<file path="src/rtl/core/ibm_pkg.sv">
// Shared constants, opcodes and a helper function for the inode bitmap allocator.
`timescale 1ns / 1ps
`default_nettype none

package ibm_pkg;

    localparam int MAX_INODES = 1024;
    localparam int ROW_BITS   = 32;
    localparam int NROWS      = MAX_INODES / ROW_BITS + 1;
    localparam int ROW_AW     = $clog2(NROWS);
    localparam int COL_W      = $clog2(ROW_BITS);
    localparam int ID_W       = 10;
    localparam int CNT_W      = 11;
    localparam int OP_W       = 3;

    localparam logic [ROW_BITS-1:0] ROW_ONES = 32'hffffffff;

    typedef logic [OP_W-1:0]     t_op;
    typedef logic [ROW_BITS-1:0] t_row;
    typedef logic [ROW_AW-1:0]   t_row_addr;
    typedef logic [CNT_W-1:0]    t_cnt;

    localparam t_op OP_ALLOC      = 3'd0;
    localparam t_op OP_RECLAIM    = 3'd1;
    localparam t_op OP_LOAD_ROW   = 3'd2;
    localparam t_op OP_READ_ROW   = 3'd3;
    localparam t_op OP_LOAD_SPARE = 3'd4;

    typedef struct packed {
        logic             found;
        logic [COL_W-1:0] idx;
    } t_ffz;

    // Lowest clear bit of a row word.
    function automatic t_ffz find_first_zero(input t_row w);
        t_ffz r;
        r.found = 1'b0;
        r.idx   = '0;
        for (int j = ROW_BITS - 1; j >= 0; j--) begin
            if (!w[j]) begin
                r.found = 1'b1;
                r.idx   = COL_W'(j);
            end
        end
        return r;
    endfunction

endpackage

`default_nettype wire

</file>
<file path="src/rtl/core/ibm_ram.sv">
// Generic single-write, single-read RAM with registered read data.
`timescale 1ns / 1ps
`default_nettype none

module ibm_ram #(
    parameter int WIDTH = 32,
    parameter int DEPTH = 33
) (
    input  wire                     i_clk,
    input  wire                     i_we,
    input  wire [$clog2(DEPTH)-1:0] i_waddr,
    input  wire [WIDTH-1:0]         i_wdata,
    input  wire                     i_re,
    input  wire [$clog2(DEPTH)-1:0] i_raddr,
    output logic [WIDTH-1:0]        o_rdata
);

    logic [WIDTH-1:0] r_mem [DEPTH];

    always_ff @(posedge i_clk) begin
        if (i_we) begin
            r_mem[i_waddr] <= i_wdata;
        end
        if (i_re) begin
            o_rdata <= r_mem[i_raddr];
        end
    end

endmodule

`default_nettype wire

</file>
<file path="src/rtl/core/inode_bitmap_allocator.sv">
// Top level of the first-fit inode bitmap allocator.
//
// Usage:
//   Command channel: drive i_op and the operand ports with start high; the
//   command is taken at a rising edge where start is high and busy is low.
//   Busy stays high while the command is at work.
//   Result: o_done is high for exactly one cycle with o_ok, o_alloc_id,
//   o_row_word_out and o_spare_count valid; the receiver cannot stall.
//   Config: the inode limit is written over i_cfg_valid / o_cfg_ready /
//   i_cfg_data; o_cfg_ready is always high. Write only while idle.
// Sequencing:
//   load row, load spare, undefined op, allocate with zero limit: no busy state.
//   reclaim, read row: pass through S_CHECK or S_READ.
//   allocate: stays in S_SCAN, at most 32 rows scanned at a 1024 limit;
//   the scan reads one bitmap row per cycle from the RAM read port while the
//   priority encoder checks the previous row, and the grant writes back in
//   the cycle that finds it. A new command can be taken in the o_done cycle.
// Reset: the bitmap reads as all zeros (per-row valid flops cleared), the
//   spare counter is zero and the limit is 1024.
`timescale 1ns / 1ps
`default_nettype none

module inode_bitmap_allocator (
    input  wire                       i_clk,
    input  wire                       i_rst_n,
    input  wire                       start,
    output logic                      busy,
    input  wire ibm_pkg::t_op         i_op,
    input  wire [ibm_pkg::ID_W-1:0]   i_inode_id,
    input  wire [5:0]                 i_row_index,
    input  wire ibm_pkg::t_row        i_row_word,
    input  wire ibm_pkg::t_cnt        i_spare_value,
    output logic                      o_done,
    output logic                      o_ok,
    output logic [ibm_pkg::ID_W-1:0]  o_alloc_id,
    output ibm_pkg::t_row             o_row_word_out,
    output ibm_pkg::t_cnt             o_spare_count,
    input  wire                       i_cfg_valid,
    output logic                      o_cfg_ready,
    input  wire ibm_pkg::t_cnt        i_cfg_data
);

    import ibm_pkg::*;

    localparam logic [1:0] S_IDLE  = 2'd0;
    localparam logic [1:0] S_SCAN  = 2'd1;
    localparam logic [1:0] S_CHECK = 2'd2;
    localparam logic [1:0] S_READ  = 2'd3;

    logic [1:0]       r_state, n_state;
    t_cnt             r_limit;
    t_cnt             r_spare, n_spare;
    logic [NROWS-1:0] r_vld, n_vld;
    logic             r_done, n_done;
    logic             r_ok, n_ok;
    logic [ID_W-1:0]  r_aid, n_aid;
    t_row             r_word, n_word;
    logic [ID_W-1:0]  r_id, n_id;
    logic [5:0]       r_row, n_row;
    t_row_addr        r_ev_row, n_ev_row;
    t_row_addr        r_last_row, n_last_row;

    logic      ram_we;
    t_row_addr ram_waddr;
    t_row      ram_wdata;
    logic      ram_re;
    t_row_addr ram_raddr;
    t_row      ram_q;

    t_cnt             eff_lim;
    t_row_addr        lim_row;
    logic [COL_W-1:0] lim_bit;
    t_row_addr        lim_last;
    t_row             lim_mask;
    t_row             stored;
    t_row             taken;
    t_ffz             ffz;
    t_row_addr        chk_row;
    logic [COL_W-1:0] chk_col;
    t_cnt             spare_sat;

    ibm_ram #(
        .WIDTH (ROW_BITS),
        .DEPTH (NROWS)
    ) u_bitmap (
        .i_clk   (i_clk),
        .i_we    (ram_we),
        .i_waddr (ram_waddr),
        .i_wdata (ram_wdata),
        .i_re    (ram_re),
        .i_raddr (ram_raddr),
        .o_rdata (ram_q)
    );

    assign busy           = (r_state != S_IDLE);
    assign o_cfg_ready    = 1'b1;
    assign o_done         = r_done;
    assign o_ok           = r_ok;
    assign o_alloc_id     = r_aid;
    assign o_row_word_out = r_word;
    assign o_spare_count  = r_spare;

    assign eff_lim   = (r_limit > CNT_W'(MAX_INODES)) ? CNT_W'(MAX_INODES) : r_limit;
    assign lim_row   = ROW_AW'(eff_lim >> COL_W);
    assign lim_bit   = eff_lim[COL_W-1:0];
    assign lim_last  = (lim_bit == '0) ? (lim_row - ROW_AW'(1)) : lim_row;
    assign spare_sat = (i_spare_value > CNT_W'(MAX_INODES)) ? CNT_W'(MAX_INODES)
                                                            : i_spare_value;
    assign chk_row   = ROW_AW'(r_id[ID_W-1:COL_W]);
    assign chk_col   = r_id[COL_W-1:0];

    always_comb begin
        priority if (r_ev_row < lim_row) begin
            lim_mask = '0;
        end else if (r_ev_row == lim_row) begin
            lim_mask = ROW_ONES << lim_bit;
        end else begin
            lim_mask = ROW_ONES;
        end
    end

    always_comb begin
        n_state    = r_state;
        n_spare    = r_spare;
        n_vld      = r_vld;
        n_done     = 1'b0;
        n_ok       = r_ok;
        n_aid      = r_aid;
        n_word     = r_word;
        n_id       = r_id;
        n_row      = r_row;
        n_ev_row   = r_ev_row;
        n_last_row = r_last_row;
        ram_we     = 1'b0;
        ram_waddr  = '0;
        ram_wdata  = '0;
        ram_re     = 1'b0;
        ram_raddr  = '0;
        stored     = '0;
        taken      = '0;
        ffz        = '0;

        unique case (r_state)
            S_IDLE: begin
                if (start) begin
                    n_ok   = 1'b0;
                    n_aid  = '0;
                    n_word = '0;
                    unique case (i_op)
                        OP_ALLOC: begin
                            if (eff_lim == '0) begin
                                n_done = 1'b1;
                            end else begin
                                ram_re     = 1'b1;
                                ram_raddr  = '0;
                                n_ev_row   = '0;
                                n_last_row = lim_last;
                                n_state    = S_SCAN;
                            end
                        end
                        OP_RECLAIM: begin
                            ram_re    = 1'b1;
                            ram_raddr = ROW_AW'(i_inode_id[ID_W-1:COL_W]);
                            n_id      = i_inode_id;
                            n_state   = S_CHECK;
                        end
                        OP_LOAD_ROW: begin
                            if (i_row_index < 6'(NROWS)) begin
                                ram_we    = 1'b1;
                                ram_waddr = ROW_AW'(i_row_index);
                                ram_wdata = i_row_word;
                                n_vld[ROW_AW'(i_row_index)] = 1'b1;
                                n_ok      = 1'b1;
                            end
                            n_done = 1'b1;
                        end
                        OP_READ_ROW: begin
                            n_row = i_row_index;
                            if (i_row_index < 6'(NROWS)) begin
                                ram_re    = 1'b1;
                                ram_raddr = ROW_AW'(i_row_index);
                            end
                            n_state = S_READ;
                        end
                        OP_LOAD_SPARE: begin
                            n_spare = spare_sat;
                            n_ok    = 1'b1;
                            n_done  = 1'b1;
                        end
                        default: begin
                            n_done = 1'b1;
                        end
                    endcase
                end
            end
            S_SCAN: begin
                stored = ram_q & {ROW_BITS{r_vld[r_ev_row]}};
                taken  = stored | lim_mask;
                ffz    = find_first_zero(taken);
                priority if (ffz.found) begin
                    ram_we    = 1'b1;
                    ram_waddr = r_ev_row;
                    ram_wdata = stored | (t_row'(1) << ffz.idx);
                    n_vld[r_ev_row] = 1'b1;
                    n_ok      = 1'b1;
                    n_aid     = {r_ev_row[ID_W-COL_W-1:0], ffz.idx};
                    if (r_spare != '0) begin
                        n_spare = r_spare - CNT_W'(1);
                    end
                    n_done    = 1'b1;
                    n_state   = S_IDLE;
                end else if (r_ev_row == r_last_row) begin
                    n_done  = 1'b1;
                    n_state = S_IDLE;
                end else begin
                    ram_re    = 1'b1;
                    ram_raddr = r_ev_row + ROW_AW'(1);
                    n_ev_row  = r_ev_row + ROW_AW'(1);
                end
            end
            S_CHECK: begin
                stored = ram_q & {ROW_BITS{r_vld[chk_row]}};
                if (({1'b0, r_id} < eff_lim) && stored[chk_col]) begin
                    ram_we    = 1'b1;
                    ram_waddr = chk_row;
                    ram_wdata = stored & ~(t_row'(1) << chk_col);
                    n_vld[chk_row] = 1'b1;
                    n_ok      = 1'b1;
                    if (r_spare < CNT_W'(MAX_INODES)) begin
                        n_spare = r_spare + CNT_W'(1);
                    end
                end
                n_done  = 1'b1;
                n_state = S_IDLE;
            end
            S_READ: begin
                if (r_row < 6'(NROWS)) begin
                    n_ok   = 1'b1;
                    n_word = ram_q & {ROW_BITS{r_vld[ROW_AW'(r_row)]}};
                end
                n_done  = 1'b1;
                n_state = S_IDLE;
            end
            default: begin
                n_state = S_IDLE;
            end
        endcase
    end

    always_ff @(posedge i_clk) begin
        if (!i_rst_n) begin
            r_state <= S_IDLE;
            r_limit <= CNT_W'(1024);
            r_spare <= '0;
            r_vld   <= '0;
            r_done  <= 1'b0;
        end else begin
            r_state <= n_state;
            r_spare <= n_spare;
            r_vld   <= n_vld;
            r_done  <= n_done;
            if (i_cfg_valid && o_cfg_ready) begin
                r_limit <= i_cfg_data;
            end
        end
    end

    always_ff @(posedge i_clk) begin
        r_ok       <= n_ok;
        r_aid      <= n_aid;
        r_word     <= n_word;
        r_id       <= n_id;
        r_row      <= n_row;
        r_ev_row   <= n_ev_row;
        r_last_row <= n_last_row;
    end

endmodule

`default_nettype wire

</file>
<file path="config.mk">
export PLATFORM = sky130hd
export DESIGN_NAME = inode_bitmap_allocator
export DESIGN_NICKNAME = d
export VERILOG_FILES = /design/src/rtl/core/ibm_pkg.sv /design/src/rtl/core/ibm_ram.sv /design/src/rtl/core/inode_bitmap_allocator.sv
export SDC_FILE = /design/constraint.sdc
export NUM_CORES = 2
export LEC_CHECK = 0
export BUFFER_PORTS_ARGS = -buffer_cell sky130_fd_sc_hd__clkbuf_2
export CAP_MARGIN = 0
export CELL_PAD_IN_SITES_DETAIL_PLACEMENT = 1
export CELL_PAD_IN_SITES_GLOBAL_PLACEMENT = 1
export CORE_ASPECT_RATIO = 1.25
export CORE_MARGIN = 2
export CORE_UTILIZATION = 40
export DETAILED_ROUTE_END_ITERATION = 7
export MAX_ROUTING_LAYER = met4
export PLACE_DENSITY = 0.67
export SYNTH_ARGS = -nofsm -noshare
export SYNTH_HDL_FRONTEND = slang
export SYNTH_SLANG_ARGS = --single-unit
</file>
<file path="constraint.sdc">
create_clock -name i_clk -period 22.6 [get_ports i_clk]
set_input_delay 2.26 -clock i_clk [delete_from_list [all_inputs] [get_ports i_clk]]
set_output_delay 2.26 -clock i_clk [all_outputs]
set_load 0.1 [all_outputs]
</file>
==> results.md <==
- R2r setup slk: about 13000 ps
- Worst-Margin Slew: approximately 1300 ps
- Core area: 135300 um^2
- Sequential share of the synthesized area: 0.6607
- Post-route ant nets: 0
- RSZ-0062 raised after global routing: no
- Crit path capture: u_bitmap.o_rdata[9]
- Critical path class: register to register
- Number of I/O port buffers: 132
- Top-area cell type share of the netlist area: 0.6393
- Worst Hold Class: register to register
- Die height: between 400 and 500 um
- Post-CTS setup buffer count: 0
- Worst Reg-to-Reg Cells: 18
- CTS tree: yes
- Clock skew: 76.41 ps
- CP Buf/Inv Count: 5
- Worst-skew pair later-pin latency: around 780 ps
- Post-synth top area cell: edfxtp_1
- F_max: 0.09985 GHz
- Final HPWL DP: 105.6 mm
- Power Density: 85.11 nW/um^2
- Largest cells by area after synthesis: edfxtp_1 64%, mux2i_1 7.4%, a211oi_1 3.9%
- Total CTS buffers: between 100 and 150
- Count leader, synth: edfxtp_1
- Fillcell total: roughly 14000
- Post-Syn Area per Cell: around 14 um^2
- Slew HR: 0.1209
- Vias per cell: around 6.2
- Final period util: 0.4432
- Final #Nets: between 4000 and 5000
- Synth Register Bits: 1217
- Leakage: between 20 and 25 nW
- WHS: around 490 ps
- Die ar.: about 140000 um^2
- Finished Cell Area: ~61000 um^2
- Area of the mapped netlist: about 54000 um^2
- Instance area after placement: between 50000 and 60000 um^2
- Crit-path most repeated cell: buf_4
- RePlAce Congestion: just under 1
- Largest net degree at the start of global routing: between 100 and 150
- Max Cap Viol: 0
- Async SR Flop Fraction: 0
- Clock sink count: between 1000 and 1500
- Crit path from: r_limit[10]
- Tot Pwr: between 5 and 6 mW
- Non-filler instance count after layout: approximately 6000
- Crit path max-delay family: buffers and inverters
- Synth-to-Final Area Change: 12.39%
- Placed cells: ~5600
- Post-CTS sizing: 0
- Crit. End Element: register
- CP max stage delay: around 940 ps
- GR Overflow Total: 0
- Syn Inst Count: 3886
- Launching point of the worst reg2reg path: r_limit[10]
- Final slew viol count: 0
- Initial antenna violation count: 5
- Synth cell types: 87
- Status: finished, final reports clean
- DRC: 0
- WL/cell: around 31 um
- Syn_nets: roughly 4000
- H-tree depth: 3
- Vias in the first global route: 36880
- Site row count: between 150 and 200
- CP Cell Sequence: clkinv_1 -> ha_1 -> and4_1 -> o21ai_1 -> nand3_1 -> a21oi_1 -> a211oi_1 -> or4b_1 -> nor4_4 -> buf_4 -> a21o_4 -> buf_4 -> buf_4 -> buf_4 -> mux2i_1 -> mux2_2 -> a22o_1 -> o211ai_1
- DRT Pass-1 Iters: 7
- Synth Warn #: 0
- Setup_tns: 0 ps
- Gr usage total: 0.2678
- Die W: between 300 and 400 um
- Initial Utilization: 0.4024
- Max Fanout on Critical Path: 66
- Crit-path slowest cell: buf_4
- # setup viols final: 0
- EDFF count, synth: around 1200
- Most instantiated cells after synthesis: 1159 x edfxtp_1, 402 x mux2i_1, 282 x a211oi_1, 249 x nand2_1, 182 x nor2_1
- CTS Hold Bufs: 0
- Max clock buf depth: 3
- Top Ports: about 130
- Share of layout cells above drive strength 1: 0.1515
- CP Launch Type: register
- VDD IR max: ~0.063 mV
- Stages on worst setup path: 18
- CTS Root Cell: clkbuf_16
- DR vias: between 30000 and 40000
- First-pass GRT wire length: roughly 260 mm
- CP Data Arrival Time: between 10000 and 15000 ps
- Final hold violations: 0
- Crit path required time: 23150 ps
- Worst r2r dst: u_bitmap.o_rdata[9]
- Minimum clock period: around 10000 ps
- Total wire length: 183.4 mm
- First DRT Iteration DRCs: a little under 4000
- Ys flop type: edfxtp_1
- Clk slew on worst S/H paths: around 60 ps
==> area by class of cell <==
| class | instances | area [um^2] | share of cell area |
|---|---|---|---|
| flip-flops and latches | 1217 | 35960 | 0.5879 |
| multi-input cells | 2230 | 17010 | 0.2781 |
| diodes | 1 | 2.502 | 0.00004090 |
| inverters | 165 | 619.3 | 0.01012 |
| repair buffers | 239 | 1489 | 0.02434 |
| clock inverters | 84 | 962.2 | 0.01573 |
| well taps | 1759 | 2201 | 0.03597 |
| clock buffers | 131 | 2927 | 0.04784 |
==> where the power goes <==
part,leakage (nW),total [mW],switching [mW],internal (mW)
combinational,6.94,0.618,0.466,0.152
sequential,11.9,2.58,0.0454,2.53
clock,1.89,2.01,0.884,1.13
total,20.7,5.21,1.39,3.81
==> worst reg2reg max path, delay by kind of cell (launching register included) <==
family | cells | cell delay (ps)
compound gates | 6 | 2250
fa+ha+maj | 1 | 470
buf+inv | 5 | 3870
flops | 1 | 790
mux | 2 | 490
simple gates | 4 | 1950
==> kinds of logic (layout without fill, tap and decap cells) <==
family,count (synthesis),count (layout),synth area share
adders and majority gates,33,33,0.007723
DFF,1217,1217,0.6607
AOI/OAI and AO/OA,944,944,0.1265
muxes,499,499,0.1002
xor gates and xnor gates,21,21,0.003379
buffers and inverters,439,619,0.03606
and+or+nand+nor,732,732,0.06542
other,1,2,0.00006889
==> worst min path at each step <==
stage                           from             endpoint  slack, ps  depth (start not counted)
2_1_floorplan              r_vld[18]            r_vld[18]        460                          1
3_3_place_gp               r_vld[16]            r_vld[16]        500                          1
3_5_place_dp               r_vld[16]            r_vld[16]        500                          1
4_1_cts        u_bitmap.r_mem[32][4]  u_bitmap.o_rdata[4]        490                          2
5_1_grt                    r_vld[16]            r_vld[16]        540                          1
6_report       u_bitmap.r_mem[32][4]  u_bitmap.o_rdata[4]        490                          2
==> layer usage <==
metal / vias up / part of all wire / GRT usage
met5: - / 0 / -
met1: 18797 / 0.39 / 0.3237
met3: 413 / 0.067 / 0.03408
met2: 1532 / 0.50 / 0.4473
li1: 15340 / - / -
met4: 0 / 0.049 / 0.1243
==> registers in the layout (all words and copies together), names as in the netlist <==
register	flops
u_bitmap.o_rdata	32
o_alloc_id	10
o_done	1
o_ok	1
r_vld	33
r_last_row	6
r_row	6
r_state	2
r_ev_row	6
r_limit	11
o_spare_count	11
u_bitmap.r_mem	1056
o_row_word_out	32
r_id	10
==> through the flow <==
| stage | worst slack [ps] | utilization |
|---|---|---|
| after global routing | 12020 | 0.4523 |
| after global placement | 12890 | 0.4235 |
| after detailed placement | 12760 | 0.4235 |
| final | 12580 | 0.4523 |
| after CTS | 12700 | 0.4522 |
| after floorplan | 13010 | - |
==> layout by cell type, fill, tap and decap left out, drive strengths merged, types with 39 or more instances in the layout <==
cell type and count:
a211oi 283, a21oi 92, a221oi 39, a22oi 50, a31oi 39, and3 39
buf 107, clkbuf 263, clkinv 64, dfxtp 58, edfxtp 1159, inv 166
mux2 67, mux2i 402, nand2 249, nand3 65, nor2 182, o211ai 91
o21ai 112
Note: power is estimated with default switching activity, not from simulation.
